===== src/rtl/core/phc_pkg.sv =====
`default_nettype none

package phc_pkg;

  // Link layer constants.
  localparam logic [15:0] TPID_VLAN     = 16'h8100;
  localparam logic [15:0] ETYPE_IPV4    = 16'h0800;
  localparam logic [15:0] ETYPE_IPV6    = 16'h86DD;
  localparam logic [15:0] ETYPE_ARP     = 16'h0806;
  localparam logic [4:0]  ETH_LEN       = 5'd14;
  localparam logic [4:0]  VLAN_ETH_LEN  = 5'd18;

  // Network layer constants.
  localparam logic [5:0]  IP4_MIN_HDR   = 6'd20;
  localparam logic [6:0]  IP6_HDR_LEN   = 7'd40;

  // Transport header minimum lengths.
  localparam logic [8:0]  TCP_MIN_HDR   = 9'd20;
  localparam logic [8:0]  UDP_HDR_LEN   = 9'd8;
  localparam logic [8:0]  ICMP_HDR_LEN  = 9'd8;

  // Protocol numbers.
  localparam logic [7:0]  PROTO_ICMP    = 8'd1;
  localparam logic [7:0]  PROTO_TCP     = 8'd6;
  localparam logic [7:0]  PROTO_UDP     = 8'd17;
  localparam logic [7:0]  PROTO_ICMP6   = 8'd58;

  // Well-known ports for the application mask.
  localparam logic [15:0] PORT_DNS      = 16'd53;
  localparam logic [15:0] PORT_DHCP_S   = 16'd67;
  localparam logic [15:0] PORT_DHCP_C   = 16'd68;
  localparam logic [15:0] PORT_HTTP     = 16'd80;
  localparam logic [15:0] PORT_FTP      = 16'd21;
  localparam logic [15:0] PORT_SMTP     = 16'd25;

  // Network layer kind codes.
  localparam logic [2:0]  KIND_NONE     = 3'd0;
  localparam logic [2:0]  KIND_IPV4     = 3'd1;
  localparam logic [2:0]  KIND_IPV6     = 3'd2;
  localparam logic [2:0]  KIND_ARP      = 3'd3;
  localparam logic [2:0]  KIND_OTHER    = 3'd4;

  // Status codes.
  localparam logic [1:0]  STAT_OK       = 2'd0;
  localparam logic [1:0]  STAT_SHORT_L2 = 2'd1;
  localparam logic [1:0]  STAT_SHORT_L3 = 2'd2;
  localparam logic [1:0]  STAT_SHORT_L4 = 2'd3;

  // Application mask bits.
  localparam int APP_DNS  = 0;
  localparam int APP_DHCP = 1;
  localparam int APP_HTTP = 2;
  localparam int APP_FTP  = 3;
  localparam int APP_SMTP = 4;

  // Widths of the packed result item and of the output bus, padded to whole bytes.
  localparam int RES_W  = 100;
  localparam int TDATA_OUT_W = 104;

  // Per-frame parse state.
  typedef struct packed {
    logic [7:0]  pos;
    logic [15:0] ether_type;
    logic [4:0]  link_len;
    logic [2:0]  kind;
    logic [5:0]  ihl_len;
    logic [7:0]  proto;
    logic [6:0]  l4_off;
    logic [15:0] sport;
    logic [15:0] dport;
    logic [5:0]  tcp_len;
    logic [5:0]  flags;
    logic [15:0] icmp_bytes;
    logic [7:0]  vlan_hi;
  } parse_state_t;

  // Tracker view handed to the result logic: state after the current byte
  // and the frame length counted through that byte.
  typedef struct packed {
    logic [8:0]   frame_len;
    parse_state_t hdr;
  } track_t;

  // One result item; the last member sits in the lowest bits.
  typedef struct packed {
    logic [1:0]  status;
    logic [4:0]  app_mask;
    logic [7:0]  icmp_subcode;
    logic [7:0]  icmp_kind;
    logic [5:0]  tcp_flag_bits;
    logic [15:0] dest_port;
    logic [15:0] source_port;
    logic [6:0]  l4_offset;
    logic [7:0]  l4_protocol;
    logic [2:0]  l3_kind;
    logic [4:0]  l2_length;
    logic [15:0] ether_type;
  } result_t;

endpackage

`default_nettype wire


===== src/rtl/core/packet_header_classifier.sv =====
// Packet header classifier.
// Input stream: one frame byte per transfer on in_tdata[7:0], wire order from
// the destination MAC onward; in_tlast marks the final captured byte.
// Output stream: one result transfer per frame, carrying Ethernet type, link
// header length, network kind, transport protocol and offset, ports, TCP
// flags, ICMP type and code, an application mask and a truncation status.
// A frame's last byte passes the input register, its result the result register.
// Throughput: one byte per cycle, frames back to back with no gap, unless a
// last byte waits on a full result register. Every byte passes through the
// same single stage of parse logic between the two registers, so the rate
// does not depend on frame contents.
// Reset: rst_n clears the input and result valid flags and the per-frame
// parse state; the first byte after reset starts a new frame.
// Stall: while out_tready is low and a result waits, non-last bytes keep
// flowing; a last byte is held in the input register until the result
// register frees, and in_tready drops only then.
`default_nettype none

module packet_header_classifier (
  input  wire logic         clk,
  input  wire logic         rst_n,
  // Input channel.
  input  wire logic         in_tvalid,
  output logic              in_tready,
  input  wire logic [7:0]   in_tdata,   // [7:0] data_byte
  input  wire logic         in_tlast,
  // Result channel.
  output logic              out_tvalid,
  input  wire logic         out_tready,
  output logic [103:0]      out_tdata   // [15:0] ether_type, [20:16] l2_length,
                                        // [23:21] l3_kind, [31:24] l4_protocol,
                                        // [38:32] l4_offset, [54:39] source_port,
                                        // [70:55] dest_port, [76:71] tcp_flag_bits,
                                        // [84:77] icmp_kind, [92:85] icmp_subcode,
                                        // [97:93] app_mask, [99:98] status, rest 0
);

  logic              in_valid_r;
  logic [7:0]        in_data_r;
  logic              in_last_r;
  logic              out_valid_r;
  logic              out_valid_nxt;
  phc_pkg::result_t  out_data_r;
  phc_pkg::result_t  res_c;
  phc_pkg::track_t   trk_c;
  logic              out_free_c;
  logic              consume_c;
  logic              load_out_c;

  // Handshake: a byte leaves the input register unless it is a last byte
  // facing a full result register.
  assign out_free_c = !out_valid_r || out_tready;
  assign consume_c  = in_valid_r && (!in_last_r || out_free_c);
  assign load_out_c = consume_c && in_last_r;
  assign in_tready  = !in_valid_r || consume_c;

  // Input register.
  always_ff @(posedge clk) begin
    if (!rst_n) begin
      in_valid_r <= 1'b0;
    end else if (in_tready) begin
      in_valid_r <= in_tvalid;
    end
  end

  always_ff @(posedge clk) begin
    if (in_tvalid && in_tready) begin
      in_data_r <= in_tdata;
      in_last_r <= in_tlast;
    end
  end

  // Per-frame header state.
  phc_track u_track (
    .clk       (clk),
    .rst_n     (rst_n),
    .step      (consume_c),
    .data_byte (in_data_r),
    .last      (in_last_r),
    .trk       (trk_c)
  );

  // Result formation.
  phc_result u_result (
    .trk (trk_c),
    .res (res_c)
  );

  // Result register.
  always_comb begin
    out_valid_nxt = out_valid_r;
    if (load_out_c) begin
      out_valid_nxt = 1'b1;
    end else if (out_tready) begin
      out_valid_nxt = 1'b0;
    end
  end

  always_ff @(posedge clk) begin
    if (!rst_n) begin
      out_valid_r <= 1'b0;
    end else begin
      out_valid_r <= out_valid_nxt;
    end
  end

  always_ff @(posedge clk) begin
    if (load_out_c) begin
      out_data_r <= res_c;
    end
  end

  assign out_tvalid = out_valid_r;
  assign out_tdata  = {{(phc_pkg::TDATA_OUT_W - phc_pkg::RES_W){1'b0}}, out_data_r};

  // A short link header leaves every other field clear.
  a_short_l2_clear: assert property (@(posedge clk) disable iff (!rst_n)
    out_valid_r && out_data_r.status == phc_pkg::STAT_SHORT_L2 |->
      out_data_r.ether_type == 16'd0 && out_data_r.l2_length == 5'd0 &&
      out_data_r.l3_kind == phc_pkg::KIND_NONE)
    else $error("short link header result carries link fields");

  // TCP flags only come with a complete TCP header.
  a_flags_tcp: assert property (@(posedge clk) disable iff (!rst_n)
    out_valid_r && out_data_r.tcp_flag_bits != 6'd0 |->
      out_data_r.l4_protocol == phc_pkg::PROTO_TCP &&
      out_data_r.status == phc_pkg::STAT_OK)
    else $error("TCP flags reported for a non-TCP or short frame");

  // Back-pressure reaches the input only through a held last byte.
  a_stall_cause: assert property (@(posedge clk) disable iff (!rst_n)
    !in_tready |-> in_valid_r && in_last_r && out_valid_r && !out_tready)
    else $error("input stalled without a pending result");

  // A result is loaded exactly when a last byte is taken.
  a_result_load: assert property (@(posedge clk) disable iff (!rst_n)
    load_out_c |=> out_valid_r)
    else $error("last byte consumed without a result");

endmodule

`default_nettype wire


===== src/rtl/core/phc_track.sv =====
`default_nettype none

module phc_track (
  input  wire logic          clk,
  input  wire logic          rst_n,
  input  wire logic          step,
  input  wire logic [7:0]    data_byte,
  input  wire logic          last,
  output phc_pkg::track_t    trk
);

  localparam logic [7:0] POS_TYPE_HI  = 8'd12;
  localparam logic [7:0] POS_TYPE_LO  = 8'd13;
  localparam logic [7:0] POS_VLAN_HI  = 8'd16;
  localparam logic [7:0] POS_VLAN_LO  = 8'd17;
  localparam logic [7:0] POS_LAST     = 8'd255;
  localparam logic [7:0] REL_IP4_PROT = 8'd9;
  localparam logic [7:0] REL_IP6_NH   = 8'd6;
  localparam logic [7:0] L4_SPORT_HI  = 8'd0;
  localparam logic [7:0] L4_SPORT_LO  = 8'd1;
  localparam logic [7:0] L4_DPORT_HI  = 8'd2;
  localparam logic [7:0] L4_DPORT_LO  = 8'd3;
  localparam logic [7:0] L4_TCP_DOFF  = 8'd12;
  localparam logic [7:0] L4_TCP_FLAGS = 8'd13;

  phc_pkg::parse_state_t st_r;
  phc_pkg::parse_state_t st_nxt;
  phc_pkg::parse_state_t abs_c;
  logic [15:0] type_c;
  logic [15:0] vlan_type_c;
  logic [7:0]  rel_c;
  logic [7:0]  l4_pos_c;
  logic        l4_done_c;

  function automatic logic [2:0] kind_of(input logic [15:0] t);
    logic [2:0] k;
    if (t == phc_pkg::ETYPE_IPV4) begin
      k = phc_pkg::KIND_IPV4;
    end else if (t == phc_pkg::ETYPE_IPV6) begin
      k = phc_pkg::KIND_IPV6;
    end else if (t == phc_pkg::ETYPE_ARP) begin
      k = phc_pkg::KIND_ARP;
    end else begin
      k = phc_pkg::KIND_OTHER;
    end
    return k;
  endfunction

  // Fold the current byte into the header state.
  always_comb begin
    abs_c       = st_r;
    type_c      = {st_r.ether_type[7:0], data_byte};
    vlan_type_c = {st_r.vlan_hi, data_byte};
    rel_c       = st_r.pos - {3'b000, st_r.link_len};
    l4_pos_c    = st_r.pos - {1'b0, st_r.l4_off};
    l4_done_c   = 1'b0;

    if (st_r.pos inside {POS_TYPE_HI, POS_TYPE_LO}) begin
      abs_c.ether_type = type_c;
      if (st_r.pos == POS_TYPE_LO) begin
        abs_c.link_len = phc_pkg::ETH_LEN;
        abs_c.kind     = kind_of(type_c);
      end
    end else if (st_r.link_len == phc_pkg::ETH_LEN && st_r.ether_type == phc_pkg::TPID_VLAN)
    begin
      // Single VLAN tag: the inner type follows the tag control field.
      if (st_r.pos == POS_VLAN_HI) begin
        abs_c.vlan_hi = data_byte;
      end
      if (st_r.pos == POS_VLAN_LO) begin
        abs_c.ether_type = vlan_type_c;
        abs_c.link_len   = phc_pkg::VLAN_ETH_LEN;
        abs_c.kind       = kind_of(vlan_type_c);
      end
    end else if (st_r.link_len != 5'd0 && st_r.pos >= {3'b000, st_r.link_len}) begin
      case (st_r.kind)
        phc_pkg::KIND_IPV4: begin
          if (rel_c == 8'd0) begin
            abs_c.ihl_len = {data_byte[3:0], 2'b00};
            abs_c.l4_off  = {2'b00, st_r.link_len} + {1'b0, data_byte[3:0], 2'b00};
          end else if (rel_c == REL_IP4_PROT) begin
            abs_c.proto = data_byte;
          end
          l4_done_c = (rel_c != 8'd0) && (st_r.ihl_len >= phc_pkg::IP4_MIN_HDR) &&
                      (st_r.pos >= {1'b0, st_r.l4_off});
        end
        phc_pkg::KIND_IPV6: begin
          if (rel_c == 8'd0) begin
            abs_c.l4_off = {2'b00, st_r.link_len} + phc_pkg::IP6_HDR_LEN;
          end else if (rel_c == REL_IP6_NH) begin
            abs_c.proto = data_byte;
          end
          l4_done_c = rel_c >= {1'b0, phc_pkg::IP6_HDR_LEN};
        end
        default: begin
          l4_done_c = 1'b0;
        end
      endcase

      // Transport header capture.
      if (l4_done_c) begin
        if (st_r.proto == phc_pkg::PROTO_TCP || st_r.proto == phc_pkg::PROTO_UDP) begin
          if (l4_pos_c inside {L4_SPORT_HI, L4_SPORT_LO}) begin
            abs_c.sport = {st_r.sport[7:0], data_byte};
          end else if (l4_pos_c inside {L4_DPORT_HI, L4_DPORT_LO}) begin
            abs_c.dport = {st_r.dport[7:0], data_byte};
          end else if (st_r.proto == phc_pkg::PROTO_TCP && l4_pos_c == L4_TCP_DOFF) begin
            abs_c.tcp_len = {data_byte[7:4], 2'b00};
          end else if (st_r.proto == phc_pkg::PROTO_TCP && l4_pos_c == L4_TCP_FLAGS) begin
            abs_c.flags = data_byte[5:0];
          end
        end else if ((st_r.kind == phc_pkg::KIND_IPV4 && st_r.proto == phc_pkg::PROTO_ICMP) ||
                     (st_r.kind == phc_pkg::KIND_IPV6 && st_r.proto == phc_pkg::PROTO_ICMP6))
        begin
          if (l4_pos_c inside {L4_SPORT_HI, L4_SPORT_LO}) begin
            abs_c.icmp_bytes = {st_r.icmp_bytes[7:0], data_byte};
          end
        end
      end
    end

    // Byte counter saturates on very long frames.
    abs_c.pos = (st_r.pos == POS_LAST) ? st_r.pos : st_r.pos + 8'd1;
  end

  // The state returns to reset after the last byte of a frame.
  always_comb begin
    st_nxt = st_r;
    if (step) begin
      st_nxt = last ? '0 : abs_c;
    end
  end

  always_ff @(posedge clk) begin
    if (!rst_n) begin
      st_r <= '0;
    end else begin
      st_r <= st_nxt;
    end
  end

  assign trk.frame_len = {1'b0, st_r.pos} + 9'd1;
  assign trk.hdr       = abs_c;

endmodule

`default_nettype wire


===== src/rtl/core/phc_result.sv =====
`default_nettype none

module phc_result (
  input  wire phc_pkg::track_t  trk,
  output phc_pkg::result_t      res
);

  logic [8:0]  n_c;
  logic [8:0]  link_c;
  logic [8:0]  off_c;
  logic        l3_ok_c;
  logic        is_icmp_c;
  logic [15:0] sp_c;
  logic [15:0] dp_c;

  assign n_c    = trk.frame_len;
  assign link_c = {4'b0000, trk.hdr.link_len};
  assign off_c  = {2'b00, trk.hdr.l4_off};
  assign sp_c   = trk.hdr.sport;
  assign dp_c   = trk.hdr.dport;

  // Network header completeness.
  always_comb begin
    if (trk.hdr.kind == phc_pkg::KIND_IPV4) begin
      l3_ok_c = (n_c >= link_c + 9'd20) && (trk.hdr.ihl_len >= phc_pkg::IP4_MIN_HDR) &&
                (n_c >= link_c + {3'b000, trk.hdr.ihl_len});
    end else begin
      l3_ok_c = n_c >= link_c + {2'b00, phc_pkg::IP6_HDR_LEN};
    end
  end

  assign is_icmp_c =
      (trk.hdr.kind == phc_pkg::KIND_IPV4 && trk.hdr.proto == phc_pkg::PROTO_ICMP) ||
      (trk.hdr.kind == phc_pkg::KIND_IPV6 && trk.hdr.proto == phc_pkg::PROTO_ICMP6);

  // Assemble the result item.
  always_comb begin
    res = '0;
    if (n_c < {4'b0000, phc_pkg::ETH_LEN}) begin
      res.status = phc_pkg::STAT_SHORT_L2;
    end else begin
      res.ether_type = trk.hdr.ether_type;
      res.l2_length  = trk.hdr.link_len;
      res.l3_kind    = trk.hdr.kind;
      if (trk.hdr.kind == phc_pkg::KIND_IPV4 || trk.hdr.kind == phc_pkg::KIND_IPV6) begin
        if (!l3_ok_c) begin
          res.status = phc_pkg::STAT_SHORT_L3;
        end else begin
          res.l4_protocol = trk.hdr.proto;
          res.l4_offset   = trk.hdr.l4_off;
          if (trk.hdr.proto == phc_pkg::PROTO_TCP) begin
            if (n_c < off_c + phc_pkg::TCP_MIN_HDR ||
                n_c < off_c + {3'b000, trk.hdr.tcp_len}) begin
              res.status = phc_pkg::STAT_SHORT_L4;
            end else begin
              res.source_port   = sp_c;
              res.dest_port     = dp_c;
              res.tcp_flag_bits = trk.hdr.flags;
              res.app_mask[phc_pkg::APP_HTTP] =
                  (sp_c == phc_pkg::PORT_HTTP) || (dp_c == phc_pkg::PORT_HTTP);
              res.app_mask[phc_pkg::APP_FTP]  =
                  (sp_c == phc_pkg::PORT_FTP) || (dp_c == phc_pkg::PORT_FTP);
              res.app_mask[phc_pkg::APP_SMTP] =
                  (sp_c == phc_pkg::PORT_SMTP) || (dp_c == phc_pkg::PORT_SMTP);
            end
          end else if (trk.hdr.proto == phc_pkg::PROTO_UDP) begin
            if (n_c < off_c + phc_pkg::UDP_HDR_LEN) begin
              res.status = phc_pkg::STAT_SHORT_L4;
            end else begin
              res.source_port = sp_c;
              res.dest_port   = dp_c;
              res.app_mask[phc_pkg::APP_DNS]  =
                  (sp_c == phc_pkg::PORT_DNS) || (dp_c == phc_pkg::PORT_DNS);
              res.app_mask[phc_pkg::APP_DHCP] =
                  (sp_c == phc_pkg::PORT_DHCP_S) || (sp_c == phc_pkg::PORT_DHCP_C) ||
                  (dp_c == phc_pkg::PORT_DHCP_S) || (dp_c == phc_pkg::PORT_DHCP_C);
            end
          end else if (is_icmp_c) begin
            if (n_c < off_c + phc_pkg::ICMP_HDR_LEN) begin
              res.status = phc_pkg::STAT_SHORT_L4;
            end else begin
              res.icmp_kind    = trk.hdr.icmp_bytes[15:8];
              res.icmp_subcode = trk.hdr.icmp_bytes[7:0];
            end
          end
        end
      end
    end
  end

endmodule

`default_nettype wire

===== config.mk =====
export PLATFORM = sky130hd
export DESIGN_NAME = packet_header_classifier
export DESIGN_NICKNAME = d
export VERILOG_FILES = /design/src/rtl/core/phc_pkg.sv /design/src/rtl/core/packet_header_classifier.sv /design/src/rtl/core/phc_track.sv /design/src/rtl/core/phc_result.sv
export SDC_FILE = /design/constraint.sdc
export NUM_CORES = 1
export LEC_CHECK = 0
export BUFFER_PORTS_ARGS = -buffer_cell sky130_fd_sc_hd__buf_4
export CAP_MARGIN = 20
export CORE_ASPECT_RATIO = 0.75
export CORE_MARGIN = 2
export CORE_UTILIZATION = 65
export CTS_CLUSTER_DIAMETER = 40
export CTS_CLUSTER_SIZE = 20
export DETAILED_ROUTE_END_ITERATION = 8
export HOLD_SLACK_MARGIN = 0.02
export PLACE_DENSITY = 0.86
export SYNTH_ARGS = -nofsm -noshare
export SYNTH_HDL_FRONTEND = slang
export SYNTH_SLANG_ARGS = --single-unit

===== constraint.sdc =====
create_clock -name clk -period 9.5 [get_ports clk]
set_input_delay 0.95 -clock clk [delete_from_list [all_inputs] [get_ports clk]]
set_output_delay 0.95 -clock clk [all_outputs]
set_load 0.02 [all_outputs]

==> metrics.log <==
[metrics] post-cts repair resize count: 0
[metrics] area growth from synthesis to layout: 15.5%
[metrics] placed cell areas: 14800 µm²
[metrics] number of buffers added on ports: 114
[metrics] Power per Cell Area: between 100 and 150 nW/µm²
[metrics] R2R setup slack: 1960 ps
[metrics] number of unique standard cell types used by synthesis: 96
[metrics] # clock sinks: 232
[metrics] sequential area share after synthesis: 41.7%
[metrics] kind of start point of the critical path: flop
[metrics] Setup-failing EPs final: 0
[metrics] count of TritonRoute iterations in the first routing pass: 8
[metrics] fraction of final layout cells with drive strength greater than 1: between 15 and 20%
[metrics] endpoint type of the worst setup path: flop
[metrics] pin count of the biggest net entering global routing: ~130
[metrics] result of the run: finished, final reports clean
[metrics] GRT Util Overall: about a third
[metrics] proportion of register bits with asynchronous set or reset after synthesis: 0%
[metrics] delay contributed by the slowest stage of the critical path: 460 ps
[metrics] Die Wd: 172 µm
[metrics] I/O pin cnt: 119
[metrics] DR vias/cell: 6.52
[metrics] FMAX: 0.133 GHz
[metrics] First DRT Iteration DRCs: 1519
[metrics] crit-path most repeated cell: sky130_fd_sc_hd__inv_1
[metrics] routability congestion estimate from global placement: 1.01
[metrics] number of storage elements in the synthesis netlist: between 200 and 250
[metrics] cell type with the highest aggregate area in the netlist: sky130_fd_sc_hd__edfxtp_1
[metrics] Max rail drop VDD: 0.000129 V
[metrics] number of buffers inserted by hold repair at cts: 0
[metrics] most instantiated flip-flop cell in the synthesis netlist: sky130_fd_sc_hd__dfxtp_1
[metrics] total number of nets in the final design: 1638
[metrics] total core area: approximately 21000 µm²
[metrics] latest clock arrival within the worst-skew pair: about 560 ps
[metrics] transition time at the pin with the least slew margin: approximately 1100 ps
[metrics] Avg WL per Cell: 21.2 µm
[metrics] final clock skew: approximately 20 ps
[metrics] worst-path cell with the longest stage delay: sky130_fd_sc_hd__dfxtp_1
[metrics] final number of hold-violating endpoints: 0
[metrics] final critical delay including setup and external delays: 7540 ps
[metrics] number of slew-limit violations in the final report: 0
[metrics] Syn Std Cell Area: ~14000 µm²
[metrics] setup tns final: 0 ps
[metrics] initial antenna violation count: 0
[metrics] worst hold-check path type: reg2reg
[metrics] Yosys warnings: 0
[metrics] tightest hold margin: ~470 ps
[metrics] number of antenna-violating nets in the routed design: 0
[metrics] Initial Util: between 60% and 70%
[metrics] most instantiated cells after synthesis: 156 x sky130_fd_sc_hd__nor2_1, 123 x sky130_fd_sc_hd__dfxtp_1, 109 x sky130_fd_sc_hd__edfxtp_1, 103 x sky130_fd_sc_hd__nor2b_1, 93 x sky130_fd_sc_hd__a22oi_1
[metrics] RSZ-0062 raised after global routing: no
[metrics] total number of H-tree levels: 1
[metrics] final standard cell area without fillers: 15900 µm²
[metrics] aggregate routed wire length: 39400 µm
[metrics] count of antenna diodes in the layout: 0
[metrics] most frequent cell after synthesis: sky130_fd_sc_hd__nor2_1
[metrics] top cell type's share of synthesized area: 23.8%
[metrics] final worst-path setup slack: 1960 ps
[metrics] Lkg Pwr: 5.97 nW
[metrics] CTS tree: done
[metrics] class of the most critical setup path: reg2reg
[metrics] Arr. time, crit path: approximately 7900 ps
[metrics] number of flops mapped to enable cells by yosys: roughly 110
[metrics] data required time of the critical path: 9910 ps
[metrics] Synth Area per Inst: approximately 9.4 µm²
[metrics] wire length of the first global-routing pass: 60900 µm
[metrics] CTS buffer count: 30
[metrics] final HPWL from detailed placement: ~26000 µm
[metrics] beginning of the critical path: u_track.st_r[113]$_SDFFE_PN0P_
[metrics] register clock-pin slew on the reported worst setup and hold paths: 60 ps
[metrics] post-CTS setup buffer count: 0
[metrics] Max-Cap Viols: 0
[metrics] Slew Limit Headroom: 24.6%
[metrics] main area contributors after synthesis: sky130_fd_sc_hd__edfxtp_1 24%, sky130_fd_sc_hd__dfxtp_1 18%, sky130_fd_sc_hd__ha_1 6.9%
[metrics] critical path fanouts, max: 32
[metrics] detailed-route via count: 12100
[metrics] area of the die: 22400 µm²
[metrics] launching point of the worst reg2reg path: u_track.st_r[113]$_SDFFE_PN0P_
[metrics] buffer type at the clock tree root: sky130_fd_sc_hd__clkbuf_16
[metrics] post-synthesis instance total: around 1500
[metrics] DRC errors left: 0
[metrics] Die Height: 130 µm
[metrics] HP Start: u_track.st_r[83]$_SDFFE_PN0P_
[metrics] number of global-route vias before repair: 11200
[metrics] Worst Setup Slack post-DPL: around 2100 ps
[metrics] largest buffer count on any clock path: 3
[metrics] Final Cycle Share: roughly four fifths
[metrics] standard-cell rows: 46
[metrics] leftover overflow at the end of global routing: 0
-- metal layers --
| metal | track usage, % | wire length [µm] |
|---|---|---|
| met1 | 50.5 | 16800 |
| met2 | 51.7 | 17200 |
| met3 | 6.46 | 4160 |
| met4 | 12.8 | 1140 |
| met5 | 0 | 0 |
-- path summary, 6_finish.rpt --
| path | to | cells after the start |
|---|---|---|
| setup / recovery | out_tdata[59]$_SDFFCE_PP0P_ | 32 |
| hold / removal | u_track.st_r[83]$_SDFFE_PN0P_ | 1 |
| setup reg to reg | out_tdata[59]$_SDFFCE_PP0P_ | 32 |
| hold reg to reg | u_track.st_r[83]$_SDFFE_PN0P_ | 1 |
-- cell usage in the layout, fill, tap and decap left out, types with 14 or more instances in the layout --
cell type	count
sky130_fd_sc_hd__nor2_1	155
sky130_fd_sc_hd__buf_4	139
sky130_fd_sc_hd__dfxtp_1	123
sky130_fd_sc_hd__edfxtp_1	109
sky130_fd_sc_hd__nor2b_1	103
sky130_fd_sc_hd__a22oi_1	93
sky130_fd_sc_hd__nand2_1	80
sky130_fd_sc_hd__ha_1	76
sky130_fd_sc_hd__a21oi_1	71
sky130_fd_sc_hd__mux2i_1	61
sky130_fd_sc_hd__o21ai_0	60
sky130_fd_sc_hd__inv_1	43
sky130_fd_sc_hd__nand3_1	35
sky130_fd_sc_hd__clkbuf_16	33
sky130_fd_sc_hd__and2_1	30
sky130_fd_sc_hd__nor3_1	22
sky130_fd_sc_hd__a21o_1	20
sky130_fd_sc_hd__xnor2_1	18
sky130_fd_sc_hd__nand4_1	16
sky130_fd_sc_hd__nor4_1	14
-- worst max-delay path: cells and delay by family, from the launching register on --
family | cells | cell delay, ps
AOI/OAI and AO/OA | 13 | 2580
xor gates and xnor gates | 1 | 150
adders and majority gates | 5 | 1520
buffers and inverters | 5 | 700
DFF | 1 | 460
and+or+nand+nor | 8 | 1980
-- metrics by stage --
stage / std cells / utilization (%) / power, mW
finish: 1856 / 75.8 / 2.34
CTS: 1853 / 75.6 / 2.34
detailed placement: 1797 / 70.6 / 1.19
global placement: 1797 / 70.6 / 1.18
global route: 1856 / 75.8 / 2.39
floorplan: 1464 / - / 1.14
-- logic make-up after synthesis --
logic type / Yosys count / synth area share (%)
AOI/OAI and AO/OA: 349 / 17.3
and+or+nand+nor: 556 / 21.9
other: 1 / 0.0273
xor gates and xnor gates: 28 / 1.78
DFF: 232 / 41.7
buffers and inverters: 140 / 4.17
adders and majority gates: 81 / 7.64
muxes: 74 / 5.50
-- area by class of cell --
cell class	instances	area (µm²)
Clock buffer	37	851
Clock inverter	19	200
Fill cell	1474	5060
Inverter	46	173
Multi-Input combinational cell	1092	7470
Sequential cell	232	5740
Tap cell	288	360
Timing Repair Buffer	142	1100
-- flip-flops by register name, summed over array words and instances, names as in the netlist --
signal        flops
u_track.st_r    121
out_tdata       100
in_data_r         8
in_last_r         1
in_valid_r        1
out_tvalid        1
-- power breakdown --
group,switching (mW),internal (mW),leakage [nW]
clock network,0.505,0.667,0.511
logic,0.0769,0.0329,3.42
registers,0.00487,1.05,2.04
No activity file was read; power rests on OpenSTA's default activity.
